File: src/hdl/smb_pkg.sv
// ----------------------------------------------------------------------------
// smb_pkg: shared definitions of the symmetrized monotone bicubic interpolator
// Holds the fixed-point formats, the window job type and the back-end states.
// ----------------------------------------------------------------------------
package smb_pkg;

  localparam int SAMPLE_BITS = 16;  // raw sample width
  localparam int FRAC_BITS   = 16;  // fractional offset width, Q0.FRAC_BITS
  localparam int W_ONE       = 30;  // weight fraction bits, Q2.30
  localparam int VAL_FRAC    = 16;  // fraction bits of sample values
  localparam int VW          = 48;  // intermediate value width
  localparam int WW          = 32;  // signed weight width
  localparam int Q_DEPTH     = 2;   // window queue depth
  localparam int ROWS        = 4;
  localparam int COLS        = 4;
  localparam logic [1:0] LAST_ROW = 2'd3;

  typedef logic [SAMPLE_BITS-1:0] smp_t;

  // One complete 4x4 window with its latched offsets.
  typedef struct packed {
    smp_t [ROWS-1:0][COLS-1:0] smp;
    logic [FRAC_BITS-1:0]      frac_x;
    logic [FRAC_BITS-1:0]      frac_y;
  } job_t;

  // Front to queue.
  typedef struct packed {
    logic push;
    job_t job;
  } push_t;

  typedef enum logic [3:0] {
    BK_IDLE,
    BK_WX2,
    BK_WX3,
    BK_WY2,
    BK_WY3,
    BK_LOAD,
    BK_LIM,
    BK_SLOPE,
    BK_ABS,
    BK_ML,
    BK_MH,
    BK_STORE,
    BK_FINAL,
    BK_RND,
    BK_OUT
  } bk_state_t;

endpackage

File: src/hdl/smb_queue.sv
// ----------------------------------------------------------------------------
// smb_queue: window queue
// A small first-in first-out store of complete windows between the front
// and the back end.
// ----------------------------------------------------------------------------
module smb_queue (
  input  logic           clk,
  input  logic           rst_n,
  input  smb_pkg::push_t q_push,
  output logic           q_full,
  input  logic           q_pop,
  output smb_pkg::job_t  q_job,
  output logic           q_empty
);
  import smb_pkg::*;

  localparam int PW = $clog2(Q_DEPTH);

  job_t             ent_r [Q_DEPTH];
  logic [PW-1:0]    wr_ptr_r, wr_ptr_nxt;
  logic [PW-1:0]    rd_ptr_r, rd_ptr_nxt;
  logic [PW:0]      cnt_r, cnt_nxt;

  always_comb begin
    q_full     = (cnt_r == (PW+1)'(Q_DEPTH));
    q_empty    = (cnt_r == '0);
    q_job      = ent_r[rd_ptr_r];
    wr_ptr_nxt = wr_ptr_r;
    rd_ptr_nxt = rd_ptr_r;
    cnt_nxt    = cnt_r;
    if (q_push.push) begin
      wr_ptr_nxt = (wr_ptr_r == PW'(Q_DEPTH - 1)) ? '0 : wr_ptr_r + 1'b1;
    end
    if (q_pop) begin
      rd_ptr_nxt = (rd_ptr_r == PW'(Q_DEPTH - 1)) ? '0 : rd_ptr_r + 1'b1;
    end
    if (q_push.push && !q_pop) begin
      cnt_nxt = cnt_r + 1'b1;
    end else if (!q_push.push && q_pop) begin
      cnt_nxt = cnt_r - 1'b1;
    end
  end

  always_ff @(posedge clk) begin
    if (!rst_n) begin
      wr_ptr_r <= '0;
      rd_ptr_r <= '0;
      cnt_r    <= '0;
    end else begin
      wr_ptr_r <= wr_ptr_nxt;
      rd_ptr_r <= rd_ptr_nxt;
      cnt_r    <= cnt_nxt;
    end
  end

  always_ff @(posedge clk) begin
    if (q_push.push) begin
      ent_r[wr_ptr_r] <= q_push.job;
    end
  end

endmodule

File: config.mk
export PLATFORM = sky130hd
export DESIGN_NAME = smb_queue
export DESIGN_NICKNAME = d
export VERILOG_FILES = /design/src/hdl/smb_pkg.sv /design/src/hdl/smb_queue.sv
export SDC_FILE = /design/constraint.sdc
export NUM_CORES = 1
export LEC_CHECK = 0
export BUFFER_PORTS_ARGS = -buffer_cell sky130_fd_sc_hd__buf_2
export CAP_MARGIN = 5
export CORE_ASPECT_RATIO = 0.9
export CORE_MARGIN = 5
export CORE_UTILIZATION = 25
export DETAILED_ROUTE_END_ITERATION = 6
export GPL_TIMING_DRIVEN = 0
export MAX_ROUTING_LAYER = met4
export PLACE_DENSITY_LB_ADDON = 0.3
export SLEW_MARGIN = 30
export SYNTH_ARGS = -nofsm -noshare
export SYNTH_HDL_FRONTEND = slang
export SYNTH_SLANG_ARGS = --single-unit
export TNS_END_PERCENT = 20
File: constraint.sdc
create_clock -name clk -period 21.4 [get_ports clk]
set_input_delay 4.28 -clock clk [delete_from_list [all_inputs] [get_ports clk]]
set_output_delay 4.28 -clock clk [all_outputs]
set_load 0.02 [all_outputs]
Word-level counts from Yosys, hierarchy flattened
Memories as Yosys holds them, arrays and structs flattened. A register that Yosys moved wholly into a read port is not among the register bits. Cells that the tools add are included. W data, S select, Z words.

Reductions and logical operators: 6. Mux-type cells: 8. Equal/unequal tests: 1. $add $sub $neg: 4.

Operators with widths (count): $mux W1 (6); $mux W2 (2); $add A1 B1 Y1 const B (2); $add A2 B1 Y2 const B (1); $eq A2 B2 Y1 const B (1); $logic_and A1 B1 Y1 (2); $logic_not A1 Y1 (2); $logic_not A2 Y1 (1); $reduce_bool A2 Y1 (1); $sub A2 B1 Y2 const B (1).

Logic and storage cells: 23. Memories kept: 1. Output and inout port bits: 290. Register bits: 4. Memory bits (writable): 576. Input port bits: 292.

Memories: ent_r (words 2, width 288, rd ports 1, clocked after Yosys merged registers in 1, wr ports 1, line smb_queue.sv:19) `job_t ent_r [Q_DEPTH];`.

Longest topological paths before layout
Word-level depth: 4. Depth in mapped cells: 5. Depth with buffers taken out: 5.

Least setup slack after synthesis
OpenSTA, ideal clock, no wires.

Kind: input to register. Start point: input port q_push[288] (netlist name). End point: register wr_ptr_r. Setup slack: 3660 ps. Path buffers: 0. Stages on the path: 2. Arrival time: 17623 ps. Library setup time: 117 ps. Data required time: 21283 ps. Cell sequence: nor2b_1 o21a_1.

RTL lines: start, declared (line smb_queue.sv:9) `input smb_pkg::push_t q_push,`; end signal, assigned (line smb_queue.sv:50) `wr_ptr_r <= wr_ptr_nxt;`; end, declared (line smb_queue.sv:20) `logic [PW-1:0] wr_ptr_r, wr_ptr_nxt;`.

==> summary.md <==
| Metric | Value |
|---|---|
| Crit path max fanout | 10 |
| Area leader, netlist | edfxtp_1 |
| Worst min path class | flop to flop |
| Hold EP | cnt_r[1] |
| Pwr Density | 95.29 nW/um^2 |
| # hold bufs at CTS | 0 |
| Worst IR drop on VDD | 0.06620 mV |
| FF/Latch Area | 17400 sq um |
| Max Fclk | 0.1540 GHz |
| CTS tree | built |
| Slew margin rel. | 57.43% |
| Worst-path cell chain | buf_6 > buf_6 > buf_6 > mux2_4 > buf_2 |
| Setup TNS | 0 ns |
| Pleak | 11.07 nW |
| Global placement routability congestion | 0.7770 |
| PortBufs | 581 |
| Overflow after GRT | 0 |
| GRT met1 Usage | 11.10% |
| Post-CTS setup buffer count | 0 |
| Core Area | 86400 sq um |
| CTS sink cnt | 581 |
| 1st-pass router iterations | 4 |
| Unique masters post-synth | 17 |
| Initial cell density of the core | 25.27% |
| WS Path Type | flop to output port |
| Vias in the first global route | 12403 |
| Post-layout min period | 6.491 ns |
| H-tree Lvls | 3 |
| Register area share after synthesis | 79.68% |
| CTS Buf Count | 67 |
| Path depth of the worst reg2reg path | 8 |
| Die footprint | 93350 sq um |
| Buffers and inverters on the worst path | 4 |
| Gr usage total | 11.09% |
| Tcrit/Tclk final | 30.33% |
| Largest net degree at the start of global routing | 43 |
| CP peak stage delay | 0.35 ns |
| Worst-skew pair later-pin latency | 0.58 ns |
| Hold Crit Start | cnt_r[1] |
| Reg2reg setup slack | 18.90 ns |
| Remaining DRCs | 0 |
| First-pass GRT wire length | 76240 um |
| # IOs | 582 |
| Initial antenna violation count | 16 |
| Site row count | 102 |
| Post_cts resized | 0 |
| Worst-Margin Slew | 0.6372 ns |
| Crit path DAT | 2.21 ns |
| Via density per instance | 3.910 |
| Setup Viol. Count Final | 0 |
| Max Root-Sink Buffers | 3 |
| Final worst slack | 14.91 ns |
| M2 GR Usage | 19.31% |
| Worst Hold Depth | 2 |
| Met3 GRT Util | 4.874% |
| Reg2reg start | wr_ptr_r |
| Routed vias | 10944 |
| Die W | 321.5 um |
| Detailed placer's ending HPWL | 38920 um |
| Most frequent cells in the layout | buf_2, edfxtp_1, mux2_4, mux2_2, clkbuf_16 |
| Nets | 1884 |
| Clock-pin slew of the registers on the worst-case setup and hold paths | 0.06 ns |
| Area contributors post-synth | edfxtp_1, mux2_4, mux2_2 |
| Util after Layout | 33.40% |
| # fillers | 8300 |
| Commonest non-fill, non-tap cell in the layout | buf_2 |
| Pre-CTS WS | 14.70 ns |
| Die height | 290.4 um |
| Multi-input gate area | 4120 sq um |
| Worst setup SP type | flop |
| Final Skew | 0.01669 ns |
| RR Endpoint | ent_r[0][136] |
| Syn Area/Cell | 23.78 sq um |
| 1st-iter DRT viols | 401 |
| Routed wire per std cell | 18.63 um |
| Clk root buf | clkbuf_16 |
| Crit path required time | 17.12 ns |
| Hold slack final | 0.5392 ns |
| Slew Limit Fails | 0 |
| Synthesis warning total | 0 |
| RSZ-0062 raised after global routing | false |
| Status | finished clean |
| Family with the most delay on the worst path | buffers and inverters |
| Most used cell, CP | buf_6 |
| Share of cells above drive strength 1 | 61.97% |
| Mapped Cells | 918 |
| #FFs+latches synth | 581 |
| Grt peak-use layer | met2 |
| Max-cap check violation count | 0 |
| Antenna Nets Post-Route | 0 |
| Post-Syn Area | 21830 sq um |
| Top cell type's share of synthesized area | 79.22% |
| Total wire length | 52150 um |
| Crit end category | output port |
| Syn nets | 1211 |
| Slowest-stage cell, CP | mux2_4 |
| Area growth syn-to-layout | 32.15% |
| Final Hold Vio Count | 0 |
-- layout make-up --
type                       count  share of cell area, %
multi-input combinational    304                  14.28
antenna                       14                 0.1214
timing repair buffer         604                  12.12
clock buffer                  82                  6.153
inverter                       1                0.01301
buffer                        32                  1.119
sequential                   581                  60.29
clock inverter                37                 0.9366
tap                         1144                  4.961
-- stage by stage --
step	cell area, sq um	instances	power [mW]
after global placement	26170	2643	1.736
after global routing	28850	2799	2.870
after CTS	28820	2785	2.805
after detailed placement	26770	2666	1.723
after floorplan	21830	918	1.595
final	28850	2799	2.749
-- worst register-to-register path, stage by stage, from the launching register on --
cell     delay, ns
dfxtp_1       0.34
nor2b_4       0.53
buf_16        0.25
buf_16        0.19
buf_16        0.18
buf_16        0.18
buf_16        0.18
buf_16        0.16
buf_16        0.18
-- metal layers --
metal	part of all wire, %	wire length [um]
met1	35	18360
met2	52	27280
met3	10	5208
met4	2.5	1303
met5	0	0
-- worst max-delay path by stage --
stage                      startpoint             to  slack, ns  cells past startpoint
after global placement    q_push[288]       wr_ptr_r      -4.55                      3
final                            flop     q_job[121]      14.91                      5
after CTS                        flop     q_job[121]      14.74                      5
after floorplan           q_push[288]       wr_ptr_r       3.66                      2
after global routing             flop     q_job[121]      14.75                      5
after detailed placement  q_push[288]  ent_r[0][177]      14.70                      9
-- cell families after synthesis --
| group | count (synthesis) | synth area share (%) |
|---|---|---|
| flip-flops | 581 | 79.68 |
| multiplexers | 288 | 18.31 |
| buffers and inverters | 33 | 1.496 |
| AND/OR/NAND/NOR | 9 | 0.2464 |
| AO/OA/AOI/OAI | 3 | 0.09169 |
| XOR/XNOR | 3 | 0.1204 |
| adder cells (fa/ha/maj) | 1 | 0.05730 |
-- state kept, by name (all words and copies together) (netlist names), named ones only --
register and cells:
ent_r 576, rd_ptr_r 1, wr_ptr_r 1, cnt_r 2
-- synth_stat cells --
cell / instances
a21boi_0: 1
and2_1: 4
buf_2: 6
buf_6: 26
dfxtp_1: 5
edfxtp_1: 576
ha_1: 1
inv_1: 1
mux2_2: 87
mux2_4: 201
nor2_1: 1
nor2b_1: 3
o21a_1: 1
o21ai_0: 1
or3_1: 1
xnor2_1: 1
xor2_1: 2
-- where the power goes --
group	switching (mW)	internal, mW
Combinational	0.199	0.161
Sequential	0.0129	1.32
Clock	0.434	0.626
Total	0.646	2.10
Note: power is estimated with default switching activity, not from simulation.
