<file path="src/hdl/smb_pkg.sv">
// ----------------------------------------------------------------------------
// smb_pkg: shared definitions of the symmetrized monotone bicubic interpolator
// Holds the fixed-point formats, the window job type and the back-end states.
// ----------------------------------------------------------------------------
package smb_pkg;

  localparam int SAMPLE_BITS = 16;  // raw sample width
  localparam int FRAC_BITS   = 16;  // fractional offset width, Q0.FRAC_BITS
  localparam int W_ONE       = 30;  // weight fraction bits, Q2.30
  localparam int VAL_FRAC    = 16;  // fraction bits of sample values
  localparam int VW          = 48;  // intermediate value width
  localparam int WW          = 32;  // signed weight width
  localparam int Q_DEPTH     = 2;   // window queue depth
  localparam int ROWS        = 4;
  localparam int COLS        = 4;
  localparam logic [1:0] LAST_ROW = 2'd3;

  typedef logic [SAMPLE_BITS-1:0] smp_t;

  // One complete 4x4 window with its latched offsets.
  typedef struct packed {
    smp_t [ROWS-1:0][COLS-1:0] smp;
    logic [FRAC_BITS-1:0]      frac_x;
    logic [FRAC_BITS-1:0]      frac_y;
  } job_t;

  // Front to queue.
  typedef struct packed {
    logic push;
    job_t job;
  } push_t;

  typedef enum logic [3:0] {
    BK_IDLE,
    BK_WX2,
    BK_WX3,
    BK_WY2,
    BK_WY3,
    BK_LOAD,
    BK_LIM,
    BK_SLOPE,
    BK_ABS,
    BK_ML,
    BK_MH,
    BK_STORE,
    BK_FINAL,
    BK_RND,
    BK_OUT
  } bk_state_t;

endpackage

</file>
<file path="src/hdl/smb_front.sv">
// ----------------------------------------------------------------------------
// smb_front: row collector
// Accepts row words, keeps rows 0..2 and the offsets, and hands a complete
// window to the queue when the fourth row arrives.
// ----------------------------------------------------------------------------
module smb_front (
  input  logic                    clk,
  input  logic                    rst_n,
  input  logic                    in_valid,
  output logic                    in_stall,
  input  smb_pkg::smp_t           in_sample_c0,
  input  smb_pkg::smp_t           in_sample_c1,
  input  smb_pkg::smp_t           in_sample_c2,
  input  smb_pkg::smp_t           in_sample_c3,
  input  logic [15:0]             in_frac_x,
  input  logic [15:0]             in_frac_y,
  input  logic                    in_first_row,
  input  logic                    q_full,
  output smb_pkg::push_t          q_push
);
  import smb_pkg::*;

  logic [1:0]           row_count_r, row_count_nxt;
  logic [FRAC_BITS-1:0] held_frac_x_r, held_frac_y_r;
  smp_t [COLS-1:0]      win_r [3];
  smp_t [COLS-1:0]      cur_row;
  logic                 row0;
  logic [1:0]           row_idx;
  logic                 accept;

  always_comb begin
    cur_row       = {in_sample_c3, in_sample_c2, in_sample_c1, in_sample_c0};
    row0          = in_first_row || (row_count_r == 2'd0);
    row_idx       = row0 ? 2'd0 : row_count_r;
    in_stall      = q_full;
    accept        = in_valid && !q_full;
    row_count_nxt = row_count_r;
    if (accept) begin
      row_count_nxt = (row_idx == LAST_ROW) ? 2'd0 : row_idx + 2'd1;
    end
    q_push.push       = accept && (row_idx == LAST_ROW);
    q_push.job.smp    = {cur_row, win_r[2], win_r[1], win_r[0]};
    q_push.job.frac_x = held_frac_x_r;
    q_push.job.frac_y = held_frac_y_r;
  end

  always_ff @(posedge clk) begin
    if (!rst_n) begin
      row_count_r   <= 2'd0;
      held_frac_x_r <= '0;
      held_frac_y_r <= '0;
    end else begin
      row_count_r <= row_count_nxt;
      if (accept && row0) begin
        held_frac_x_r <= in_frac_x;
        held_frac_y_r <= in_frac_y;
      end
    end
  end

  // Window rows carry no reset; each is written before it is read.
  always_ff @(posedge clk) begin
    if (accept && (row_idx != LAST_ROW)) begin
      win_r[row_idx] <= cur_row;
    end
  end

endmodule

</file>
<file path="config.mk">
export PLATFORM = sky130hd
export DESIGN_NAME = smb_front
export DESIGN_NICKNAME = d
export VERILOG_FILES = /design/src/hdl/smb_pkg.sv /design/src/hdl/smb_front.sv
export SDC_FILE = /design/constraint.sdc
export NUM_CORES = 1
export LEC_CHECK = 0
export BUFFER_PORTS_ARGS = -buffer_cell sky130_fd_sc_hd__clkbuf_2
export CAP_MARGIN = 10
export CORE_ASPECT_RATIO = 0.9
export CORE_MARGIN = 2
export CORE_UTILIZATION = 30
export CTS_CLUSTER_DIAMETER = 30
export CTS_CLUSTER_SIZE = 25
export DETAILED_ROUTE_END_ITERATION = 8
export PLACE_DENSITY = 0.65
export SYNTH_ARGS = -nofsm -noshare
export SYNTH_HDL_FRONTEND = slang
export SYNTH_SLANG_ARGS = --single-unit
</file>
<file path="constraint.sdc">
create_clock -name clk -period 18.1 [get_ports clk]
set_input_delay 3.62 -clock clk [delete_from_list [all_inputs] [get_ports clk]]
set_output_delay 3.62 -clock clk [all_outputs]
set_load 0.05 [all_outputs]
</file>
=== Yosys cells after proc, flatten, opt, wreduce, memory -nomap -nowiden ===
Memories as Yosys holds them, arrays and structs flattened.
Index checks and enable logic that the tools add are counted.

* Bits in registers: 34
* Memory bits (writable): 192
* Output and inout bits: 290
* Word-level logic and storage cells: 18
* Memories kept: 1

* $add $sub $neg: 1
* Equal/unequal tests: 2
* Mux-type cells: 4
* Reduce and logical (&&, ||, !) cells: 7

{| class="wikitable"
|+ Memory list
! memory !! depth !! width !! read ports !! clocked after Yosys merged registers in !! write ports !! line !! text
|-
| win_r || 3 || 64 || 3 || 0 || 1 || smb_front.sv:25 || <nowiki>smp_t [COLS-1:0] win_r [3];</nowiki>
|}

{| class="wikitable"
|+ Operator list
! kind !! number
|-
| $logic_and 1x1->1 || 4
|-
| $mux 2 || 2
|-
| $add 2x1->2 const B || 1
|-
| $eq 2x2->1 const B || 1
|-
| $logic_not 2->1 || 1
|-
| $mux 1 || 2
|-
| $ne 2x2->1 const B || 1
|-
| $logic_not 1->1 || 1
|-
| $logic_or 1x1->1 || 1
|}

=== Depth between registers and ports, before layout ===
Gate-level depths: netlist of run 1.

* Word-level depth: 7
* Mapped depth: 5
* Gate-level depth less buffers: 4

=== Worst setup path after synthesis of run 1 ===
Ideal clock, no wire load.

* Kind: input to register
* From: in in_first_row
* To: mem win_r[1][0] (netlist bit), enable pin
* Arrival: 8.745 ns
* Required time: 17.522 ns
* Setup slack: 8.778 ns
* Stages on the path: 4
* Buffers on the path: 0
* Path through: or2b_1 inv_1 ha_1 nor3b_1

* Word-level cells in the longest chain between the ends: 6

{| class="wikitable"
|+ RTL lines
! element !! line !! text
|-
| start, declared || smb_front.sv:17 || <nowiki>input logic in_first_row,</nowiki>
|-
| $logic_or 1x1->1 * || smb_front.sv:33 || <nowiki>row0 = in_first_row || (row_count_r == 2'd0);</nowiki>
|-
| $mux 2 * || smb_front.sv:34 || <nowiki>row_idx = row0 ? 2'd0 : row_count_r;</nowiki>
|-
| $ne 2x2->1 || smb_front.sv:63 || <nowiki>if (accept && (row_idx != LAST_ROW)) begin</nowiki>
|-
| $logic_and 1x1->1 || smb_front.sv:63 ||
|-
| $mux 1 || smb_front.sv:63 ||
|-
| $mux 1 (implied by the code) || smb_front.sv:64 || <nowiki>win_r[row_idx] <= cur_row;</nowiki>
|-
| end, declared || smb_front.sv:25 ||
|}

Mark *: on every way between the ends. The rest lies on a longest branch, timed or not.

==> metrics.csv, run 1 <==
metric,value,unit
place.gp.congestion,0.7309,
final_common_cell,clkbuf_2,
crit_top_cell,clkbuf_2,
grt_pass1_vias,4627,
max_freq,119.5,MHz
post-route-period-util,46.23,%
mostFrequentLayoutCells,"390 x clkbuf_2, 192 x edfxtp_1, 67 x nand2_1",
hold_viol,0,
drt_iter0_drc,266,
cp_slowest_stage_delay,0.26,ns
r2r-end,win_r[1][48],
startpoint_type,input port,
rrSetupSlack,15.91,ns
timing.rr.start,row_count_r[1],
hp-start,held_frac_x_r[10],
vias_per_cell,4.054,
synth.distinct_cells,19,
async_reset_ff_share,0,%
grt.total_usage,12.89,%
reg2reg_depth,5,
power,0.001425,W
worstMarginPinSlew,1.012,ns
cpLargestDelayFamily,buffers and inverters,
clock_skew,0.01419,ns
yosysSeqAreaShare,83.04,%
coreArea,25260,µm²
synth_area,7762,µm²
powerDensity,130.2,nW/µm²
holdPathStages,2,
clk_pin_slew,0.04,ns
worst_slack,9.733,ns
grt-ovfl-total,0,
status,finished clean,
worstPathCellList,"clkbuf_2, or2b_1, inv_1, ha_1, and2_2, clkbuf_2",
setup_violations,0,
min_period,8.367,ns
synthCells,419,
synth_edf_count,192,
cts_max_level,2,
cts_buffers,42,
routedWlPerCell,16.04,µm
ant_nets,0,
pre_cts_ws,9.714,ns
cp_slowest_cell,clkbuf_2,
fin_nets,888,
worstSetupEndpointType,output pin,
firstDrtPassIters,4,
area_growth,41.04,%
synth_top_cell_area_share,74.27,%
max_cap_viol_count,0,
ys_top_cells_by_area,"edfxtp_1 74%, dfxtp_1 8.8%, buf_4 6.3%, mux2i_1 4.1%, nand2_1 3.2%",
cp_max_fo,4,
relSlewSlack,32.50,%
die_h,156.6,µm
antenna_found_initial,0,
holdPathEnd,held_frac_x_r[10],
drc_errors,0,
hold_buffers,0,
clk_latency,0.51,ns
drv_slew,0,
path_class,input port to output pin,
yosys_warnings,0,
worst-path-buf-inv,3,
synth_area_per_cell,18.53,µm²
hold_slack,0.4542,ns
place.port_buffers,390,
n_antenna_cell,0,
post_cts_buffers,0,
totalWireLength,18.56,mm
cts_resized,0,
vias,4691,
synth_nets,524,
ioPinCount,391,
initial_core_util,30.74,%
drive_gt1_share,57.67,%
hp-class,flop to flop,
tritoncts,yes,
cp_data_arrival_time,4.75,ns
p_leak,4.664,nW
vdd_drop_max,0.05660,mV
nFillCells,2314,
ys.flop_type,edfxtp_1,
fin_tns_setup,0,ns
rsz0062_at_grt,false,
yosysTopAreaCell,edfxtp_1,
cp-startpoint,in_first_row,
root_buffer,clkbuf_16,
clock_path_buffers,3,
cp.required,14.48,ns
grt_max_degree,65,
hpwl,13.02,mm
cts_sinks,226,
synth_seq_cells,226,
die_area,27180,µm²
fp.dieW,173.6,µm
grt_pass1_wl,26.60,mm
fin_util,43.35,%
core.rowCount,55,
-- cell usage after synthesis, types with 2 or more instances --
cell and n:
ha_1 4, mux2i_1 32, nor3b_1 3, buf_2 5
inv_1 2, edfxtp_1 192, clkbuf_1 2, buf_12 3
nand2_1 67, buf_4 65, dfxtp_1 34, or2b_1 3
-- per-layer routing --
metal | track usage, % | up-vias | wire, µm
met4 | 4.520 | 0 | 337
met2 | 23.33 | 266 | 9682
met3 | 4.325 | 28 | 1643
met5 | 0 | - | 0
li1 | - | 2199 | -
met1 | 14.20 | 2198 | 6893
-- cell families after synthesis --
group,Yosys count,synth area share (%)
adders and majority gates,4,0.6448
DFF,226,83.04
muxes,32,4.126
and+or+nand+nor,76,4.142
AOI/OAI and AO/OA,3,0.3224
buffers and inverters,78,7.721
-- worst min-delay path: stages (launching register included) --
cell	delay (ns)
dfxtp_1	0.30
nand2_1	0.05
mux2i_1	0.05
-- through the flow --
stage          cell area (µm²)  cells
4_1_cts                  10950   1157
6_report                 10950   1157
3_5_place_dp              9612   1081
3_3_place_gp              9612   1081
5_1_grt                  10950   1157
2_1_floorplan             7762    419
-- worst max-delay path by stage --
stage / endpoint / depth (start not counted)
final: q_push[288] / 6
after global routing: q_push[288] / 6
after CTS: q_push[288] / 6
after detailed placement: q_push[288] / 6
after global placement: q_push[288] / 6
after floorplan: win_r[1][0] / 4
-- power by group --
part	internal [W]	leakage (nW)	switching, W
clock network	0.000459	0.655	0.000260
logic	0.0000249	1.98	0.0000972
registers	0.000579	2.03	0.00000422
total	0.00106	4.66	0.000361
-- sequential cells by signal, indices dropped and copies added, names as in the netlist --
signal / count
held_frac_x_r: 16
row_count_r: 2
held_frac_y_r: 16
win_r: 192
-- cell type report --
cell class / count / area, µm² / area share [%]
clock inverters: 28 / 231.5 / 2.114
flip-flops and latches: 226 / 6446 / 58.88
clock buffers: 48 / 1105 / 10.09
well taps: 342 / 427.9 / 3.909
multi-input cells: 115 / 733.2 / 6.697
repair buffers: 396 / 1997 / 18.24
inverters: 2 / 7.507 / 0.06857
(Power assumes the default switching activity.)
==> run 2: changes to the inputs <==
--- a/config.mk
+++ b/config.mk
@@ -5,6 +5,7 @@
 export SDC_FILE = /design/constraint.sdc
 export NUM_CORES = 1
 export LEC_CHECK = 0
+export ABC_AREA = 1
 export BUFFER_PORTS_ARGS = -buffer_cell sky130_fd_sc_hd__clkbuf_2
 export CAP_MARGIN = 10
 export CORE_ASPECT_RATIO = 0.9
@@ -13,7 +14,7 @@
 export CTS_CLUSTER_DIAMETER = 30
 export CTS_CLUSTER_SIZE = 25
 export DETAILED_ROUTE_END_ITERATION = 8
-export PLACE_DENSITY = 0.65
+export PLACE_DENSITY = 0.66
 export SYNTH_ARGS = -nofsm -noshare
 export SYNTH_HDL_FRONTEND = slang
 export SYNTH_SLANG_ARGS = --single-unit
==> constraint.sdc (replaced) <==
create_clock -name clk -period 6.9 [get_ports clk]
set_input_delay 1.38 -clock clk [delete_from_list [all_inputs] [get_ports clk]]
set_output_delay 1.38 -clock clk [all_outputs]
set_load 0.05 [all_outputs]
==> metrics.csv, run 2 <==
metric,value,unit,change
grt_pass1_wl,26.90,mm,+1.1%
grt-ovfl-total,0,,unchanged
place.port_buffers,390,,unchanged
tritoncts,yes,,
drv_slew,0,,unchanged
vdd_drop_max,0.1835,mV,+220%
die_h,157.9,µm,+0.81%
die_area,27620,µm²,+1.6%
drive_gt1_share,53.90,%,-3.8 points
max_freq,257.2,MHz,
yosysTopAreaCell,edfxtp_1,,
synth_most_common_cell,edfxtp_1,,
drc_errors,0,,unchanged
post-route-period-util,56.34,%,
vias_per_cell,4.062,,+0.18%
routedWlPerCell,15.21,µm,-5.2%
core.rowCount,56,,+1.8%
synth.distinct_cells,15,,-4
synthCells,498,,+19%
top_register,win_r,,
path_class,input port to output pin,,
firstDrtPassIters,4,,unchanged
coreArea,25990,µm²,+2.9%
cts_resized,0,,unchanged
synth_area,7891,µm²,+1.7%
worstSetupEndpointType,output pin,,
root_buffer,clkbuf_16,,
synth_edf_count,192,,unchanged
cts_max_level,2,,unchanged
clk_pin_slew,0.04,ns,about the same
cp.required,5.52,ns,-8.96 ns
hold_viol,0,,unchanged
yosys_warnings,0,,unchanged
clk_latency,0.51,ns,about the same
grt_max_degree,67,,+3.1%
ant_nets,0,,unchanged
rsz0062_at_grt,false,,
setup_violations,0,,unchanged
synth_nets,603,,+15%
hold_slack,0.4785,ns,+0.02424 ns
power,0.004045,W,+180%
totalWireLength,18.95,mm,+2.1%
nFillCells,2414,,+4.3%
cts_buffers,47,,+12%
async_reset_ff_share,0,%,unchanged
p_leak,4.959,nW,+6.3%
grt.total_usage,12.86,%,-0.030 points
ys.flop_type,edfxtp_1,,
synth_top_cell_area_share,73.06,%,-1.2 points
synth.area.mux_share,0,%,-4.1 points
n_antenna_cell,0,,unchanged
antenna_found_initial,0,,unchanged
grt_pass1_vias,4586,,-0.89%
worstMarginPinSlew,1.027,ns,+0.01440 ns
place.gp.congestion,0.7433,,+1.7%
synth_compound_area_share,2.394,%,+2.1 points
clock_skew,0.01315,ns,-0.001040 ns
hp-class,flop to flop,,
vias,5061,,+7.9%
cts_sinks,226,,unchanged
yosysSeqAreaShare,81.69,%,-1.4 points
post_cts_buffers,0,,unchanged
initial_core_util,30.36,%,-0.38 points
synth_area_per_cell,15.85,µm²,-14%
startpoint_type,input port,,
powerDensity,357.1,nW/µm²,+170%
hpwl,13.07,mm,+0.42%
max_cap_viol_count,0,,unchanged
reg_top3,"win_r: 192 flops, held_frac_x_r: 16 flops, held_frac_y_r: 16 flops",,
synth-xor-area-share,0,%,unchanged
synth_top_family_by_area,buffers and inverters,,
synth-adder-area-share,0.6342,%,-0.011 points
area_growth,43.52,%,
synth_common_cells,"192 x edfxtp_1, 71 x buf_4, 43 x inv_1",,
relSlewSlack,31.38,%,-1.1 points
fin_tns_setup,0,ns,unchanged
min_period,3.888,ns,
fin_nets,964,,+8.6%
fp.dieW,175.0,µm,+0.81%
synth-simple-area-share,5.534,%,+1.4 points
drt_iter0_drc,242,,-9.0%
cp_max_fo,4,,unchanged
final_common_cell,clkbuf_2,,
ioPinCount,391,,unchanged
largest_reg_flops,192,,unchanged
ys_top_cells_by_area,"edfxtp_1 73%, dfxtp_1 8.6%, buf_4 6.8%, a21oi_1 2.2%, inv_1 2.0%",,
cp_data_arrival_time,2.51,ns,-2.24 ns
mostFrequentLayoutCells,"390 x clkbuf_2, 192 x edfxtp_1, 48 x clkbuf_16",,
hold_buffers,0,,unchanged
clock_path_buffers,3,,unchanged
synth_seq_cells,226,,unchanged
status,finished clean,,
[run 2: report_power, final]
| part | leakage (nW) | internal [W] | switching (W) |
|---|---|---|---|
| Sequential | 2.03 | 0.00152 | 0.0000130 |
| Combinational | 2.16 | 0.0000713 | 0.000278 |
| Clock | 0.772 | 0.00142 | 0.000741 |
| Total | 4.96 | 0.00301 | 0.00103 |
[run 2: logic make-up after synthesis]
family	after synthesis
buffers and inverters	126
flip-flops	226
AND/OR/NAND/NOR	105
adder cells (fa/ha/maj)	4
AO/OA/AOI/OAI	37
[run 2: worst paths after layout]
kind	from	end	slack, ns	cells past startpoint
setup / recovery	in_first_row	q_push[288]	3.01	8
hold reg to reg	held_frac_y_r[12]	held_frac_y_r[12]	0.48	2
setup reg to reg	row_count_r[1]	win_r[1][36]	4.10	7
hold / removal	held_frac_y_r[12]	held_frac_y_r[12]	0.48	2
[run 2: area by class of cell]
type / instances / area, µm² / area share (%)
clock buffers: 54 / 1274 / 11.25
clock inverters: 34 / 309.0 / 2.729
inverters: 43 / 161.4 / 1.425
multi-input cells: 146 / 710.7 / 6.275
flip-flops and latches: 226 / 6446 / 56.92
well taps: 348 / 435.4 / 3.844
repair buffers: 395 / 1989 / 17.57
[run 2: through the flow]
stage	utilization [%]	setup slack [ns]	instances	cell area, µm²
after floorplan	-	1.567	498	7891
after global placement	37.48	2.973	1158	9743
after detailed placement	37.48	2.889	1158	9743
after CTS	43.57	2.982	1246	11330
after global routing	43.57	2.854	1246	11330
final	43.57	3.012	1246	11330
[run 2: worst max-delay path: stages]
cell and delay [ns]:
clkbuf_2 0.08, inv_1 0.10, o21ai_4 0.08, nor2_1 0.21, ha_1 0.20, inv_1 0.05
nor2_1 0.12, clkbuf_2 0.29
[run 2: routing by layer]
| layer | global-route usage [%] | up-vias | part of all wire (%) | routed length (µm) |
|---|---|---|---|---|
| met4 | 4.960 | 0 | 1.8 | 342 |
| met2 | 21.17 | 263 | 49 | 9308 |
| met3 | 4.635 | 34 | 8.9 | 1687 |
| li1 | - | 2418 | - | - |
| met5 | 0 | - | 0 | 0 |
| met1 | 15.52 | 2346 | 40 | 7613 |
==> run 3: changes to the inputs <==
--- a/config.mk
+++ b/config.mk
@@ -5,7 +5,7 @@
 export SDC_FILE = /design/constraint.sdc
 export NUM_CORES = 1
 export LEC_CHECK = 0
-export ABC_AREA = 1
+export ABC_AREA = 0
 export BUFFER_PORTS_ARGS = -buffer_cell sky130_fd_sc_hd__clkbuf_2
 export CAP_MARGIN = 10
 export CORE_ASPECT_RATIO = 0.9
@@ -14,7 +14,7 @@
 export CTS_CLUSTER_DIAMETER = 30
 export CTS_CLUSTER_SIZE = 25
 export DETAILED_ROUTE_END_ITERATION = 8
-export PLACE_DENSITY = 0.66
+export PLACE_DENSITY = 0.65
 export SYNTH_ARGS = -nofsm -noshare
 export SYNTH_HDL_FRONTEND = slang
 export SYNTH_SLANG_ARGS = --single-unit
==> constraint.sdc (replaced) <==
create_clock -name clk -period 3.6 [get_ports clk]
set_input_delay 0.72 -clock clk [delete_from_list [all_inputs] [get_ports clk]]
set_output_delay 0.72 -clock clk [all_outputs]
set_load 0.05 [all_outputs]
==> metrics.csv, run 3 (synthesis results as in run 1) <==
metric,value,unit,change
setup_violations,0,,unchanged
p_leak,4.689,nW,-5.4%
fp.dieW,173.6,µm,-0.80%
power_frac_comb,8.3,%,-0.3 points
n_antenna_cell,0,,unchanged
hold_buffers,0,,unchanged
worstMarginPinSlew,1.167,ns,+0.1398 ns
vias_per_cell,4.078,,+0.40%
worstSetupEndpointType,output pin,,
cts_sinks,226,,unchanged
die_area,27180,µm²,-1.6%
final_common_cell,clkbuf_2,,
grt-ovfl-total,0,,unchanged
die_h,156.6,µm,-0.80%
clockPowerShare,51.9,%,-1.5 points
cts_buffers,42,,-11%
cts_max_level,2,,unchanged
drive_gt1_share,57.86,%,+4.0 points
worst_slack,0.8351,ns,-2.177 ns
drt_iter0_drc,226,,-6.6%
cp_slowest_stage_delay,0.35,ns,+0.06 ns
totalWireLength,18.18,mm,-4.1%
p_sw,0.001931,W,+87%
vias,4714,,-6.9%
clock_skew,0.01625,ns,+0.003101 ns
relSlewSlack,22.22,%,-9.2 points
coreArea,25260,µm²,-2.8%
firstDrtPassIters,4,,unchanged
antenna_found_initial,0,,unchanged
grt_pass1_wl,26.00,mm,-3.4%
powerDensity,665.3,nW/µm²,+86%
drv_slew,0,,unchanged
reg_top3,"win_r: 192 flops, held_frac_x_r: 16 flops, held_frac_y_r: 16 flops",,
cts_resized,0,,unchanged
cp_data_arrival_time,2.04,ns,-0.47 ns
tritoncts,yes,,
core.rowCount,55,,-1.8%
cpLargestDelayFamily,simple AND/OR/NAND/NOR gates,,
post-route-period-util,76.80,%,
max_freq,361.7,MHz,
hp-class,input port to flop,,
rsz0062_at_grt,false,,
min_period,2.765,ns,
grt.total_usage,12.52,%,-0.34 points
ant_nets,0,,unchanged
p_int,0.005445,W,+81%
post_cts_buffers,0,,unchanged
root_buffer,clkbuf_16,,
ioPinCount,391,,unchanged
hpwl,12.32,mm,-5.8%
nFillCells,2271,,-5.9%
area_growth,42.81,%,
path_class,flop to output pin,,
place.gp.congestion,0.7169,,-3.6%
clock_path_buffers,3,,unchanged
final_cell_area,11090,µm²,-2.1%
grt_max_degree,67,,unchanged
grt_pass1_vias,4495,,-2.0%
cp_slowest_cell,dfxtp_1,,
swShare,26.18,%,+0.66 points
routedWlPerCell,15.73,µm,+3.4%
drc_errors,0,,unchanged
top_register,win_r,,
worstPathCellList,"or2b_1, inv_1, ha_1, and2_2, clkbuf_2",,
cp_max_fo,4,,unchanged
power,0.007376,W,+82%
cp.required,2.88,ns,-2.64 ns
clk_pin_slew,0.05,ns,about the same
fin_nets,885,,-8.2%
status,finished clean,,
startpoint_type,flop,,
place.port_buffers,390,,unchanged
largest_reg_flops,192,,unchanged
hold_viol,0,,unchanged
clk_latency,0.52,ns,about the same
vdd_drop_max,0.3204,mV,+75%
mostFrequentLayoutCells,"390 x clkbuf_2, 192 x edfxtp_1, 67 x nand2_1",,
max_cap_viol_count,0,,unchanged
initial_core_util,30.74,%,+0.38 points
place_area,9646,µm²,-1.0%
pre_cts_ws,0.8789,ns,-2.010 ns
worst-path-buf-inv,2,,-2
pwr-share-seq,39.8,%,+1.8 points
[run 3: cell count changes in the layout (fill, tap and decap cells not counted), sizes merged, moves of 5 or more]
| cell | before | now |
|---|---|---|
| nand2 | 34 | 67 |
| inv | 53 | 14 |
| clkbuf | 444 | 439 |
| clkinv | 17 | 11 |
| a21oi | 34 | 0 |
| nor2 | 39 | 1 |
| nand3 | 32 | 0 |
| mux2i | 0 | 32 |
[run 3: final timing paths]
check / start / depth (start not counted) / slack (ns) / endpoint
setup / recovery: row_count_r[0] / 5 / 0.84 / q_push[288]
hold / removal: in_sample_c0[3] / 1 / 0.42 / win_r[1][3]
setup reg to reg: row_count_r[1] / 5 / 1.69 / win_r[2][2]
hold reg to reg: held_frac_x_r[10] / 2 / 0.46 / held_frac_x_r[10]
[run 3: final cells by class]
| type | instances | area (µm²) | share of cell area [%] |
|---|---|---|---|
| sequential | 226 | 6446 | 58.15 |
| timing repair buffer | 393 | 2012 | 18.15 |
| clock buffer | 49 | 1087 | 9.808 |
| multi-input combinational | 115 | 752.0 | 6.783 |
| tap | 342 | 427.9 | 3.860 |
| clock inverter | 29 | 352.8 | 3.183 |
| inverter | 2 | 7.507 | 0.06772 |
[run 3: per-layer routing]
layer  global-route usage [%]  routed length [µm]  vias up
met2                    21.89                9239      266
met4                    4.681                 339        0
met3                    4.082                1505       31
met5                        0                   0        -
met1                    14.40                7096     2217
li1                         -                   -     2200
[run 3: power by group through the flow]
stage               registers (W)  logic (W)  clock network (W)
global route              0.00294   0.000645            0.00405
CTS                       0.00293   0.000623            0.00392
global placement          0.00298   0.000617                  0
detailed placement        0.00298   0.000621                  0
finish                    0.00293   0.000616            0.00383
floorplan                 0.00319   0.000272                  0
[run 3: metrics by stage]
stage                     instances  TNS [ns]  hold WS (ns)  utilization [%]
after floorplan                 419   -108.36        0.4519                -
final                          1156         0        0.4232            43.89
after global routing           1156         0        0.4029            43.89
after CTS                      1156         0        0.3938            43.89
after global placement         1078         0        0.4413            38.19
after detailed placement       1078         0        0.4472            38.19
